File: config.mk
export PLATFORM = sky130hd
export DESIGN_NAME = ada_statement_splitter_core
export DESIGN_NICKNAME = d
export VERILOG_FILES = /design/src/hw/rtl/ada_ss_pkg.sv /design/src/hw/rtl/ada_statement_splitter_core.sv
export SDC_FILE = /design/constraint.sdc
export NUM_CORES = 1
export LEC_CHECK = 0
export BUFFER_PORTS_ARGS = -buffer_cell sky130_fd_sc_hd__buf_2
export CORE_UTILIZATION = 30
export CTS_BUF_LIST = sky130_fd_sc_hd__clkbuf_16
export CTS_CLUSTER_SIZE = 14
export DETAILED_ROUTE_END_ITERATION = 8
export SYNTH_ARGS = -nofsm -noshare
export SYNTH_HDL_FRONTEND = slang
export SYNTH_SLANG_ARGS = --single-unit
File: constraint.sdc
create_clock -name clk -period 9.03 [get_ports clk]
set_input_delay 0.903 -clock clk [delete_from_list [all_inputs] [get_ports clk]]
set_output_delay 0.903 -clock clk [all_outputs]
set_load 0.01 [all_outputs]
File: src/hw/rtl/ada_ss_pkg.sv
// Types and character codes for the Ada statement splitter.
// No dependencies; used by ada_statement_splitter_core.
package ada_ss_pkg;

  // Source byte codes the splitter reacts to
  localparam logic [7:0] CH_DASH      = 8'h2D;
  localparam logic [7:0] CH_SEMICOLON = 8'h3B;
  localparam logic [7:0] CH_BACKSLASH = 8'h5C;
  localparam logic [7:0] CH_QUOTE     = 8'h22;
  localparam logic [7:0] CH_NEWLINE   = 8'h0A;

  // Reset value of the length limit register
  localparam logic [15:0] LIMIT_RESET = 16'd1024;

  // One input transaction
  typedef struct packed {
    logic [7:0] in_byte;
    logic       end_of_input;
  } in_item_t;

  // One result transaction
  typedef struct packed {
    logic [7:0] out_byte;
    logic       has_byte;
    logic       statement_end;
  } out_item_t;

endpackage

File: src/hw/rtl/ada_statement_splitter_core.sv
// Top level of the Ada statement splitter: comment stripping, statement
// splitting and a three-entry result queue.
// Depends on ada_ss_pkg.
// Results are registered in the result queue; out_item shows the queue head.
// Throughput: one input transaction per cycle while in_stall is low; a byte that
// yields two results raises in_stall until the result queue drains below two.
// in_stall is high while the result queue holds two or more results.
// Reset (synchronous, rst_n low): clears all flags, the byte count and the
// queue; the length limit returns to 1024.
module ada_statement_splitter_core #(
  parameter int COUNT_WIDTH = 16
) (
  input  logic                  clk,
  input  logic                  rst_n,
  // input channel
  input  logic                  in_valid,
  output logic                  in_stall,
  input  ada_ss_pkg::in_item_t  in_item,
  // result channel
  output logic                  out_valid,
  input  logic                  out_stall,
  output ada_ss_pkg::out_item_t out_item,
  // configuration
  input  logic                  cfg_we,
  input  logic [15:0]           cfg_wdata
);

  localparam logic [COUNT_WIDTH-1:0] CNT_MAX = {COUNT_WIDTH{1'b1}};
  localparam logic [16:0] THR_CAP = 17'((64'd1 << COUNT_WIDTH) - 64'd2);
  localparam int QDEPTH = 3;

  // statement state
  logic                   in_string_r, in_string_nxt;
  logic                   in_comment_r, in_comment_nxt;
  logic                   dash_r, dash_nxt;
  logic                   esc_r, esc_nxt;
  logic [COUNT_WIDTH-1:0] cnt_r, cnt_nxt;
  logic [15:0]            limit_r;

  // result queue, entry 0 is the head
  ada_ss_pkg::out_item_t  q_r [QDEPTH];
  ada_ss_pkg::out_item_t  q_nxt [QDEPTH];
  logic [1:0]             q_cnt_r, q_cnt_nxt;

  logic                   in_acc;
  logic                   pop;
  logic [1:0]             npush;
  logic                   item_end;
  ada_ss_pkg::out_item_t  res0, res1;

  assign in_acc    = in_valid && !in_stall;
  assign in_stall  = (q_cnt_r > 2'd1);
  assign out_valid = (q_cnt_r != 2'd0);
  assign out_item  = q_r[0];
  assign pop       = out_valid && !out_stall;

  // Decode one byte into up to two results and the next statement state
  always_comb begin
    logic [7:0]             b;
    logic                   check;
    logic                   stmt_end;
    logic [COUNT_WIDTH:0]   cnt_sum;
    logic [COUNT_WIDTH-1:0] cnt_new;
    logic [15:0]            thr16;
    logic [16:0]            thr;

    b              = in_item.in_byte;
    check          = 1'b0;
    stmt_end       = 1'b0;
    npush          = 2'd0;
    res0           = '0;
    res1           = '0;
    in_string_nxt  = in_string_r;
    in_comment_nxt = in_comment_r;
    dash_nxt       = dash_r;
    esc_nxt        = esc_r;

    if (in_item.end_of_input) begin
      if (cnt_r != '0) begin
        res0.statement_end = 1'b1;
        npush              = 2'd1;
      end
    end else if (esc_r) begin
      esc_nxt  = 1'b0;
      res0     = '{out_byte: b, has_byte: 1'b1, statement_end: 1'b0};
      npush    = 2'd1;
      check    = 1'b1;
    end else if (dash_r) begin
      dash_nxt = 1'b0;
      if (b == ada_ss_pkg::CH_DASH) begin
        in_comment_nxt = 1'b1;
      end else begin
        res0  = '{out_byte: ada_ss_pkg::CH_DASH, has_byte: 1'b1, statement_end: 1'b0};
        res1  = '{out_byte: b, has_byte: 1'b1, statement_end: 1'b0};
        npush = 2'd2;
        check = 1'b1;
      end
    end else begin
      unique case (b)
        ada_ss_pkg::CH_QUOTE: begin
          in_string_nxt = !in_string_r;
          res0  = '{out_byte: b, has_byte: 1'b1, statement_end: 1'b0};
          npush = 2'd1;
          check = 1'b1;
        end
        ada_ss_pkg::CH_SEMICOLON: begin
          if (!in_comment_r) begin
            res0     = '{out_byte: b, has_byte: 1'b1, statement_end: 1'b0};
            npush    = 2'd1;
            stmt_end = 1'b1;
          end
        end
        ada_ss_pkg::CH_NEWLINE: begin
          in_comment_nxt = 1'b0;
        end
        ada_ss_pkg::CH_DASH: begin
          if (!in_comment_r && !in_string_r) begin
            dash_nxt = 1'b1;
          end
        end
        ada_ss_pkg::CH_BACKSLASH: begin
          res0  = '{out_byte: b, has_byte: 1'b1, statement_end: 1'b0};
          npush = 2'd1;
          if (in_string_r) begin
            esc_nxt = 1'b1;
          end else begin
            check = 1'b1;
          end
        end
        default: begin
          if (!in_comment_r) begin
            res0  = '{out_byte: b, has_byte: 1'b1, statement_end: 1'b0};
            npush = 2'd1;
            check = 1'b1;
          end
        end
      endcase
    end

    // Advance the saturating byte count (end markers carry no byte)
    if (in_item.end_of_input) begin
      cnt_sum = {1'b0, cnt_r};
    end else begin
      cnt_sum = {1'b0, cnt_r} + (COUNT_WIDTH+1)'(npush);
    end
    cnt_new = (cnt_sum > {1'b0, CNT_MAX}) ? CNT_MAX : cnt_sum[COUNT_WIDTH-1:0];

    // Length threshold: limit minus two, at least one, capped by the counter
    thr16 = (limit_r > 16'd2) ? (limit_r - 16'd2) : 16'd1;
    thr   = ({1'b0, thr16} > THR_CAP) ? THR_CAP : {1'b0, thr16};

    if (check && (npush != 2'd0) && (17'(cnt_new) >= thr)) begin
      stmt_end = 1'b1;
    end

    item_end = in_item.end_of_input || (stmt_end && (npush != 2'd0));
    if (stmt_end && (npush != 2'd0)) begin
      if (npush == 2'd2) begin
        res1.statement_end = 1'b1;
      end else begin
        res0.statement_end = 1'b1;
      end
    end

    // Clear the statement state once a statement ends
    if (item_end) begin
      in_string_nxt  = 1'b0;
      in_comment_nxt = 1'b0;
      dash_nxt       = 1'b0;
      esc_nxt        = 1'b0;
      cnt_nxt        = '0;
    end else begin
      cnt_nxt        = cnt_new;
    end
  end

  // Shift out the head on a pop, then append new results
  always_comb begin
    logic [1:0] base;

    base = q_cnt_r - {1'b0, pop};
    for (int i = 0; i < QDEPTH; i++) begin
      if (pop && (i < QDEPTH - 1)) begin
        q_nxt[i] = q_r[i+1];
      end else begin
        q_nxt[i] = q_r[i];
      end
      if (in_acc && (npush != 2'd0) && (2'(i) == base)) begin
        q_nxt[i] = res0;
      end
      if (in_acc && (npush == 2'd2) && (2'(i) == base + 2'd1)) begin
        q_nxt[i] = res1;
      end
    end
    q_cnt_nxt = base + (in_acc ? npush : 2'd0);
  end

  // Control state
  always_ff @(posedge clk) begin
    if (!rst_n) begin
      in_string_r  <= 1'b0;
      in_comment_r <= 1'b0;
      dash_r       <= 1'b0;
      esc_r        <= 1'b0;
      cnt_r        <= '0;
      limit_r      <= ada_ss_pkg::LIMIT_RESET;
      q_cnt_r      <= 2'd0;
    end else begin
      if (in_acc) begin
        in_string_r  <= in_string_nxt;
        in_comment_r <= in_comment_nxt;
        dash_r       <= dash_nxt;
        esc_r        <= esc_nxt;
        cnt_r        <= cnt_nxt;
      end
      if (cfg_we) begin
        limit_r <= cfg_wdata;
      end
      q_cnt_r <= q_cnt_nxt;
    end
  end

  // Queue payload
  always_ff @(posedge clk) begin
    for (int i = 0; i < QDEPTH; i++) begin
      q_r[i] <= q_nxt[i];
    end
  end

  // A pending dash and a pending escape never coexist
  a_dash_esc_excl: assert property (@(posedge clk) disable iff (!rst_n)
    !(dash_r && esc_r))
    else $error("dash and escape pending together");

  // An ended statement leaves a cleared count and flags
  a_end_clears: assert property (@(posedge clk) disable iff (!rst_n)
    (in_acc && item_end) |=> (cnt_r == '0 && !in_string_r && !in_comment_r
                              && !dash_r && !esc_r))
    else $error("statement state not cleared after statement end");

  // A bare end marker always closes a statement
  a_marker_ends: assert property (@(posedge clk) disable iff (!rst_n)
    (out_valid && !out_item.has_byte) |-> out_item.statement_end)
    else $error("end marker without statement end");

  // Input is taken only while the queue has room for two results
  a_queue_room: assert property (@(posedge clk) disable iff (!rst_n)
    in_acc |-> (q_cnt_r <= 2'd1))
    else $error("input accepted with a full result queue");

endmodule

# ---- After elaboration in Yosys (flattened, before gate mapping)
# Memory sizes are Yosys's and may differ from the RTL's.
# Cells that the tools add are included.
dict set report totals {
  ramBits 30
  output_inout_bits 12
  reg_bits 38
  memories 1
  in_bits 30
  word_cells 137
}
dict set report classes {
  add_sub_neg 5
  eq_ne 14
  n_lt_le_gt_ge 5
  mux 72
  reduce_logical 33
}
# name words width read_ports rd_clocked_by_memory_dff wr line_no
set memory_table {}
lappend memory_table {q_r 3 10 3 0 3 ada_statement_splitter_core.sv:41} ;# ada_ss_pkg::out_item_t q_r [QDEPTH];
# op count
set op_table {}
lappend op_table {{two-way mux 10 bit} 15}
lappend op_table {{two-way mux 16 bit} 4}
lappend op_table {{two-way mux 1 bit} 42}
lappend op_table {{== test 8 x 6 -> 1 bit (second input constant)} 3}
lappend op_table {{case mux 10 bit (2 select lines)} 1}
lappend op_table {{adder 16 x 2 -> 17 bit} 1}
lappend op_table {{greater-than comparator 17 x 16 -> 1 bit (second input constant)} 1}
lappend op_table {{two-way mux 17 bit} 1}
lappend op_table {{greater-or-equal comparator 16 bit} 1}
lappend op_table {{greater-than comparator 16 bit (second input constant)} 1}
lappend op_table {{greater-than comparator 16 x 2 -> 1 bit (second input constant)} 1}
lappend op_table {{nonzero test 16 bit} 1}
lappend op_table {{subtractor 16 x 2 -> 16 bit (second input constant)} 1}
lappend op_table {{logical AND 1 bit} 14}
lappend op_table {{two-way mux 2 bit} 5}
lappend op_table {{AND reduction 5 bit} 2}
lappend op_table {{two-way mux 9 bit} 1}
lappend op_table {{== test 8 x 4 -> 1 bit (second input constant)} 1}
lappend op_table {{== test 8 x 7 -> 1 bit (second input constant)} 1}
lappend op_table {{two-way mux 8 bit} 1}
lappend op_table {{!= test 2 x 1 -> 1 bit (second input constant)} 3}
lappend op_table {{nonzero test 2 bit} 3}
lappend op_table {{== test 1 x 2 -> 1 bit (first input constant)} 2}
lappend op_table {{== test 2 bit (first input constant)} 2}
lappend op_table {{16 further kinds} 21}

# ---- Longest topological paths before layout
# Gate-level depths: netlist of run 1.
dict set report logic_depth {
  depth_word 17
  ltp_mapped 22
  mapped_depth_nobuf 20
}

# ---- Worst setup path after synthesis of run 1
# Ideal clock, no wire load.
dict set report synth_path {
  path_kind {input port to flip-flop}
  from {input in_item[1] (netlist bit)}
  to {register in_comment_r}
  cell_stages 22
  t_required_ps 8950
  t_arrival_ps 5044
  setup_slack_ps 3906
  path_cell_list {buf_4 nor4bb_2 a211oi_2 a21oi_4 a21o_1 nand2b_1 ha_1 fa_1 and3b_1 nand4_1 or3_1 buf_2 nand2_1 ha_1 o211ai_1 a21oi_1 o41a_1 o21ai_1 a31o_2 buf_2 a21oi_1 nor3b_1}
}
dict set report synth_via {
  elab_chain_cells 17
  elab_cells_between_ends 39
  classes_between {add/sub: 1; order compare: 2; eq/ne: 8; mux: 18; reduce/logical: 10}
}
# element line_no
set synth_rtl {}
lappend synth_rtl {{start: declaration} ada_statement_splitter_core.sv:18} ;# input ada_ss_pkg::in_item_t in_item,
lappend synth_rtl {{== test 8 x 7 -> 1 bit (tied with other cells)} ada_statement_splitter_core.sv:99} ;# unique case (b)
lappend synth_rtl {{OR reduction 2 bit (no line)} --}
lappend synth_rtl {{case mux 1 bit (2 select lines)} ada_statement_splitter_core.sv:99}
lappend synth_rtl {{two-way mux 2 bit} ada_statement_splitter_core.sv:88} ;# end else if (dash_r) begin
lappend synth_rtl {{two-way mux 2 bit} ada_statement_splitter_core.sv:83} ;# end else if (esc_r) begin
lappend synth_rtl {{two-way mux 2 bit} ada_statement_splitter_core.sv:78} ;# if (in_item.end_of_input) begin
lappend synth_rtl {{adder 16 x 2 -> 17 bit} ada_statement_splitter_core.sv:144} ;# cnt_sum = {1'b0, cnt_r} + (COUNT_WIDTH+1)'(npush);
lappend synth_rtl {{two-way mux 17 bit} ada_statement_splitter_core.sv:141} ;# if (in_item.end_of_input) begin
lappend synth_rtl {{greater-than comparator 17 x 16 -> 1 bit} ada_statement_splitter_core.sv:146} ;# cnt_new = (cnt_sum > {1'b0, CNT_MAX}) ? CNT_MAX : cnt_sum[COUNT_WIDTH-1:0];
lappend synth_rtl {{two-way mux 16 bit} ada_statement_splitter_core.sv:146}
lappend synth_rtl {{greater-or-equal comparator 16 bit} ada_statement_splitter_core.sv:152} ;# if (check && (npush != 2'd0) && (17'(cnt_new) >= thr)) begin
lappend synth_rtl {{logical AND 1 bit} ada_statement_splitter_core.sv:152}
lappend synth_rtl {{two-way mux 1 bit} ada_statement_splitter_core.sv:152}
lappend synth_rtl {{logical AND 1 bit} ada_statement_splitter_core.sv:156} ;# item_end = in_item.end_of_input || (stmt_end && (npush != 2'd0));
lappend synth_rtl {{logical OR 1 bit} ada_statement_splitter_core.sv:156}
lappend synth_rtl {{!= test 3 x 1 -> 1 bit (no line) (tied with other cells)} --}
lappend synth_rtl {{AND reduction 5 bit (no line)} --}
lappend synth_rtl {{end signal: assignment} ada_statement_splitter_core.sv:211} ;# in_comment_r <= in_comment_nxt;
lappend synth_rtl {{end: declaration} ada_statement_splitter_core.sv:34} ;# logic in_comment_r, in_comment_nxt;
# Several ways; a longest one is shown, not always the timed one.
# A chain may end at the register's enable or synchronous reset.

# ---- Worst setup path after layout of run 1
# Ends and elaborated chain as after synthesis.

==> flow_summary_export.csv, run 1 <==
group,metric,value,unit
run_status,status,"complete, no violations",
power_and_ir_drop,finalPower,1.02,mW
cts,ctsHoldBuffers,0,
cts,ctsResizeCount,0,
die,core,14800,sq um
cts,root_buffer,"clkbuf_16",
worst_setup_path,critPathMaxStageDelay,520,ps
sta,hold_slack,506,ps
synthesis,yosys.area_share.adder,0.0614,
worst_setup_path,cp-start-kind,"primary input",
route,wire_per_inst,15.2,um
global_route,grt_pass1_wl,18600,um
die,dieWidth,126,um
power_and_ir_drop,p_int,710,uW
sta,skew,7.22,ps
synthesis,synth_area_leaders,"edfxtp_1 20%, dfxtp_1 17%, ha_1 5.7%, mux2i_1 5.2%, nand2_1 4.9%",
synthesis,syn_nets,577,
cts,cts_setup_buffers,0,
die,boundaryPins,42,
power_and_ir_drop,pwr-share-clk,0.375,
synthesis,synth_cell_types,64,
synthesis,synth_top_cell_by_area,"edfxtp_1",
synthesis,avgSynthCellArea,8.77,sq um
global_route,first_global_vias,3783,
route,dr.pass1.iters,5,
power_and_ir_drop,power_frac_seq,0.384,
sta,finalWorstSetupSlack,3270,ps
finish,final_cells,734,
cts,clockBufferDepth,2,
worst_setup_path,path_depth,20,
worst_setup_path,cp_top_family,"compound AO/OA/AOI/OAI gates",
synthesis,synth_top_family_by_area,"simple AND/OR/NAND/NOR gates",
die,die_h,126,um
sta,slew_headroom,0.322,
synthesis,synthMuxAreaShare,0.0522,
worst_setup_path,crit_type,"in -> reg",
place,portBuffers,41,
die,die-area,15800,sq um
worst_setup_path,endpoint,"in_comment_r$_SDFFE_PN0P_",
place,pre_cts_ws,2980,ps
synthesis,synth_edf_count,30,
route,routed_wl,11200,um
flow_run,drv_cap,0,
synthesis,ys_seq_area_frac,0.361,
power_and_ir_drop,peakVddDrop,0.104,mV
route,ant_nets,0,
finish,stdcell_area,5200,sq um
min_path,hp-class,"reg -> reg",
synthesis,synth_ff_type,"dfxtp_1",
global_route,grt_max_degree,31,
synthesis,netlist_top_cells_count,"60 x nand2_1, 41 x a21oi_1, 38 x dfxtp_1, 38 x nor2_1, 31 x nand3_1",
finish,finish.utilization,0.352,
finish,area_delta_synth_final,12.9,%
worst_setup_path,path_buf_inv,1,
sta,slew_viol_final,0,
power_and_ir_drop,p_switching,311,uW
worst_setup_path,worstPathArrival,6030,ps
synthesis,async_reset_ff_frac,0,
worst_setup_path,crit_path_start,"in_item[1]",
synthesis,synth_top_area_frac,0.196,
synthesis,synth_xor_area_frac,0.0418,
sta,min_period_over_period,0.638,
synthesis,synth_area,4600,sq um
route,drtIter0Drc,282,
finish,final_nets,597,
synthesis,synth.most_common_cell,"nand2_1",
sta,setup_viol,0,
worst_setup_path,slowest_stage,"a31o_2",
finish,drive_above_1_share,0.153,
cts,clock_sinks,68,
power_and_ir_drop,sw_frac_of_total,0.305,
power_and_ir_drop,leakage,2.10,nW
worst_setup_path,reg2regPathDepth,18,
die,initial_utilization,0.312,
worst_setup_path,r2r-end,"in_comment_r$_SDFFE_PN0P_",
synthesis,synthCells,525,
cts,clk_pin_slew,60,ps
finish,antenna_cells,0,
worst_setup_path,crit_fanout,21,
sta,tightest_slew,1020,ps
power_and_ir_drop,p_comb_frac,0.241,
power_and_ir_drop,powerDensity,197,nW/um^2
place,placed_area,4870,sq um
place,placed_cells,718,
synthesis,yosysWarnings,0,
synthesis,ys_ff_latch,68,
synthesis,synth-simple-area-share,0.274,
place,dp_hpwl,8210,um
synthesis,synth_compound_area_frac,0.157,
worst_setup_path,reg2reg_slack,3740,ps
worst_setup_path,worstSetupEndpointType,"register",
route,vias,3893,
route,drc,0,
sta,tns,0,ps
sta,hold_violations,0,
cts,cts_buffers,9,
worst_setup_path,r2r-start,"cnt_r[10]$_SDFFE_PN0P_",
route,viasPerCell,5.30,
global_route,antenna_found_initial,0,
global_route,grt-ovfl-total,0,
sta,max_freq,174,MHz
cts,clk_latency,340,ps
sta,fin_crit,5760,ps
place,gp_congestion,0.873,
sta,rsz0062_at_grt,"no",
worst_setup_path,path_cells,"buf_2, nor4bb_2, a211oi_2, a21oi_4, a21o_1, nand2b_1, ha_1, fa_1, and3b_1, nand4_1, or3_1, o21ai_0, ha_1, o211ai_1, a21oi_1, o41a_1, o21ai_1, a31o_2, a21oi_1, nor3b_1",
global_route,grtUsageTotal,0.147,
die,num_rows,44,
worst_setup_path,required,9300,ps
cts,tritoncts,"built",
cts,htree_num_levels,3,
power by group through the flow:
| stage | combinational [mW] | clock (mW) | sequential [mW] |
|---|---|---|---|
| floorplan | 0.201 | 0 | 0.394 |
| global placement | 0.242 | 0 | 0.398 |
| detailed placement | 0.247 | 0 | 0.400 |
| CTS | 0.248 | 0.391 | 0.393 |
| global route | 0.273 | 0.405 | 0.397 |
| finish | 0.246 | 0.383 | 0.393 |
registers in the layout (all words and copies together) (netlist names):
| signal | count |
|---|---|
| in_comment_r | 1 |
| esc_r | 1 |
| q_r | 30 |
| cnt_r | 16 |
| q_cnt_r | 2 |
| dash_r | 1 |
| in_string_r | 1 |
| limit_r | 16 |
metal layers:
layer,share of wire,track usage,vias to the layer above
met4,0.013,0.0510,0
met5,0,0,-
li1,-,-,1947
met1,0.46,0.178,1838
met3,0.042,0.0370,11
met2,0.49,0.253,97
logic make-up after synthesis:
family | count (synthesis)
xor+xnor | 22
buf+inv | 50
fa+ha+maj | 22
compound gates | 106
mux | 24
flops | 68
simple gates | 233
worst reg2reg max path: stages (launching register included):
cell and delay, ps:
dfxtp_1 360, nor4_1 430, nand4_1 190, and2_1 250, nand2b_1 180, ha_1 230, fa_1 390, and3b_1 230
nand4_1 220, or3_1 440, o21ai_0 270, ha_1 360, o211ai_1 100, a21oi_1 60, o41a_1 370, o21ai_1 300
a31o_2 520, a21oi_1 140, nor3b_1 190
final cells by class:
type                            count  area (sq um)
Fill cell                        1521          9560
Multi-Input combinational cell    407          2700
Sequential cell                    68          1660
Tap cell                          184           230
Clock buffer                        9           225
Timing Repair Buffer               43           220
Clock inverter                      7          97.6
Inverter                           16          60.1
layout by cell type, fill, tap and decap left out, types with 9 or more instances in the layout:
| cell | n |
|---|---|
| nand2_1 | 60 |
| a21oi_1 | 41 |
| buf_2 | 41 |
| nor2_1 | 38 |
| dfxtp_1 | 38 |
| nand3_1 | 31 |
| edfxtp_1 | 30 |
| mux2i_1 | 24 |
| ha_1 | 21 |
| nor3_1 | 15 |
| inv_1 | 14 |
| nor2b_1 | 12 |
| nand4_1 | 12 |
| xor2_1 | 11 |
| xnor2_1 | 11 |
| o21ai_0 | 10 |
| and3_1 | 9 |
| a22o_1 | 9 |
| clkbuf_16 | 9 |
how the worst min path moves through the flow:
stage,from,endpoint,slack [ps],cells after the start
after global routing,cnt_r[13]$_SDFFE_PN0P_,cnt_r[13]$_SDFFE_PN0P_,540,2
after detailed placement,cnt_r[12]$_SDFFE_PN0P_,cnt_r[12]$_SDFFE_PN0P_,490,2
after CTS,cnt_r[12]$_SDFFE_PN0P_,cnt_r[12]$_SDFFE_PN0P_,500,2
after floorplan,cnt_r[12]$_SDFFE_PN0P_,cnt_r[12]$_SDFFE_PN0P_,470,2
after global placement,cnt_r[12]$_SDFFE_PN0P_,cnt_r[12]$_SDFFE_PN0P_,480,2
final,cnt_r[12]$_SDFFE_PN0P_,cnt_r[12]$_SDFFE_PN0P_,510,2
Power figures use the tool's default switching activity.
==> run 2: changes to the inputs <==
Clock period 9.03 ns to 5.56 ns, I/O delays scaled along.
==> flow_summary_export.csv, run 2 (same netlist as run 1, synthesis figures left out) <==
group,metric,value,unit
die,die-area,15800,sq um
min_path,whs_endpoint,"limit_r[10]$_SDFFE_PN1P_",
worst_setup_path,slowest_stage,"nor4b_4",
place,gp_congestion,0.841,
min_path,hp-class,"in -> reg",
die,boundaryPins,42,
route,viasPerCell,5.22,
place,portBuffers,41,
finish,n_fill_cell,1538,
finish,area_delta_synth_final,13.4,%
sta,min_period_over_period,0.909,
cts,cts_setup_buffers,0,
global_route,grtUsageTotal,0.147,
cts,clk_latency,350,ps
route,wire_per_inst,15.1,um
finish,largest_register_ff_count,30,
worst_setup_path,reg2reg_slack,710,ps
power_and_ir_drop,p_int,1.11,mW
sta,tns,0,ps
worst_setup_path,reg2regPathDepth,19,
power_and_ir_drop,powerDensity,314,nW/um^2
worst_setup_path,r2r-end,"cnt_r[5]$_SDFFE_PN0P_",
die,core,14800,sq um
sta,setup_viol,0,
worst_setup_path,path_cells,"buf_2, nor4b_4, nand4_1, a21oi_4, a21o_1, nand2b_1, ha_1, fa_1, and3b_1, nand4_1, or3_1, o21ai_0, ha_1, o211ai_1, a21oi_1, o41a_1, o21ai_1, a31o_2, buf_12, nand3_1, a21oi_1",
worst_setup_path,cp_top_family,"compound AO/OA/AOI/OAI gates",
finish,final_nets,601,
finish,final_cell_mix,"60 x nand2_1, 41 x a21oi_1, 41 x buf_2",
route,drc,0,
die,initial_utilization,0.312,
worst_setup_path,crit_fanout,16,
global_route,grt_max_degree,31,
worst_setup_path,path_buf_inv,2,
die,dieWidth,126,um
cts,htree_num_levels,3,
worst_setup_path,worstPathArrival,5330,ps
cts,clock_sinks,68,
route,ant_nets,0,
finish,antenna_cells,0,
finish,multi_input_area,2700,sq um
global_route,grt_pass1_wl,18500,um
finish,finish.utilization,0.354,
route,vias,3851,
worst_setup_path,required,5830,ps
cts,cts_buffers,9,
cts,ctsResizeCount,0,
route,routed_wl,11200,um
global_route,antenna_found_initial,0,
worst_setup_path,worstSetupEndpointType,"register",
route,dr.pass1.iters,4,
place,dp_hpwl,8340,um
power_and_ir_drop,p_comb_frac,0.247,
cts,ctsHoldBuffers,0,
sta,max_freq,198,MHz
worst_setup_path,critPathMaxStageDelay,400,ps
route,drtIter0Drc,191,
sta,skew,8.46,ps
finish,regMostFlops,"q_r",
sta,hold_violations,0,
power_and_ir_drop,peakVddDrop,0.137,mV
cts,clk_pin_slew,60,ps
min_path,hold_path_depth,3,
min_path,hp-start,"cfg_wdata[10]",
die,num_rows,44,
run_status,status,"complete, no violations",
global_route,grt-ovfl-total,0,
power_and_ir_drop,power_frac_seq,0.388,
power_and_ir_drop,pwr-share-clk,0.365,
power_and_ir_drop,leakage,2.12,nW
worst_setup_path,crit_type,"in -> reg",
sta,tightest_slew,1070,ps
worst_setup_path,cp-start-kind,"primary input",
power_and_ir_drop,p_switching,527,uW
global_route,first_global_vias,3689,
flow_run,drv_cap,0,
finish,drive_above_1_share,0.161,
cts,tritoncts,"built",
sta,rsz0062_at_grt,"no",
finish,final_common_cell,"nand2_1",
die,die_h,126,um
finish,largest_registers,"q_r x30, cnt_r x16, limit_r x16",
sta,slew_viol_final,0,
sta,slew_headroom,0.287,
power_and_ir_drop,sw_frac_of_total,0.321,
finish,seq_area,1660,sq um
sta,fin_crit,5060,ps
cts,clockBufferDepth,2,
worst_setup_path,r2r-start,"cnt_r[10]$_SDFFE_PN0P_",
cts,root_buffer,"clkbuf_16",
==> run 2: cell count changes in the layout (fill, tap and decap cells not counted) <==
cell	before	now
bufinv_16	2	1
buf_12	0	1
clkinv_1	1	0
buf_4	2	5
inv_6	2	4
==> run 2: routing by layer <==
metal,track usage,wire length (um)
met2,0.244,5360
met4,0.0624,159
met3,0.0310,425
met1,0.186,5230
met5,0,0
==> run 2: cell type report <==
| type | instances | share of cell area |
|---|---|---|
| multi-input combinational | 407 | 0.517 |
| sequential | 68 | 0.318 |
| timing repair buffer | 47 | 0.0503 |
| tap | 184 | 0.0441 |
| clock buffer | 9 | 0.0431 |
| clock inverter | 7 | 0.0156 |
| inverter | 16 | 0.0115 |
==> run 2: worst max path at each step <==
stage	from	to	slack [ps]	depth (start not counted)
6_report	in_item[8]	cnt_r[5]$_SDFFE_PN0P_	500	21
5_1_grt	in_item[8]	cnt_r[6]$_SDFFE_PN0P_	160	21
4_1_cts	in_item[8]	cnt_r[6]$_SDFFE_PN0P_	570	21
3_5_place_dp	in_item[8]	cnt_r[6]$_SDFFE_PN0P_	240	21
3_3_place_gp	in_item[8]	cnt_r[9]$_SDFFE_PN0P_	430	21
2_1_floorplan	in_item[1]	in_comment_r$_SDFFE_PN0P_	780	22
==> run 2: power by group through the flow <==
stage / clock, mW / combinational [mW] / sequential (mW)
6_report: 0.599 / 0.405 / 0.637
5_1_grt: 0.632 / 0.449 / 0.645
4_1_cts: 0.613 / 0.408 / 0.638
3_5_place_dp: 0 / 0.407 / 0.649
3_3_place_gp: 0 / 0.398 / 0.647
2_1_floorplan: 0 / 0.326 / 0.641
==> run 2: metrics by stage <==
step	setup slack, ps	instance area, sq um	total power [mW]	std cells	hold slack [ps]
2_1_floorplan	783	4600	0.967	525	466
3_3_place_gp	428	4920	1.05	722	486
3_5_place_dp	235	4920	1.06	722	493
4_1_cts	571	5220	1.66	738	428
5_1_grt	161	5220	1.73	738	448
6_report	504	5220	1.64	738	434
==> run 2: worst reg2reg max path, cell delays in order, from the launching register on <==
cell and delay, ps:
dfxtp_1 360, nor4_1 380, nand4_1 190, and2_1 240
nand2b_1 180, ha_1 220, fa_1 380, and3b_1 230
nand4_1 120, or3_1 400, o21ai_0 280, ha_1 350
o211ai_1 90, a21oi_1 70, o41a_1 370, o21ai_1 210
a31o_2 280, buf_12 170, nand3_1 100, a21oi_1 150
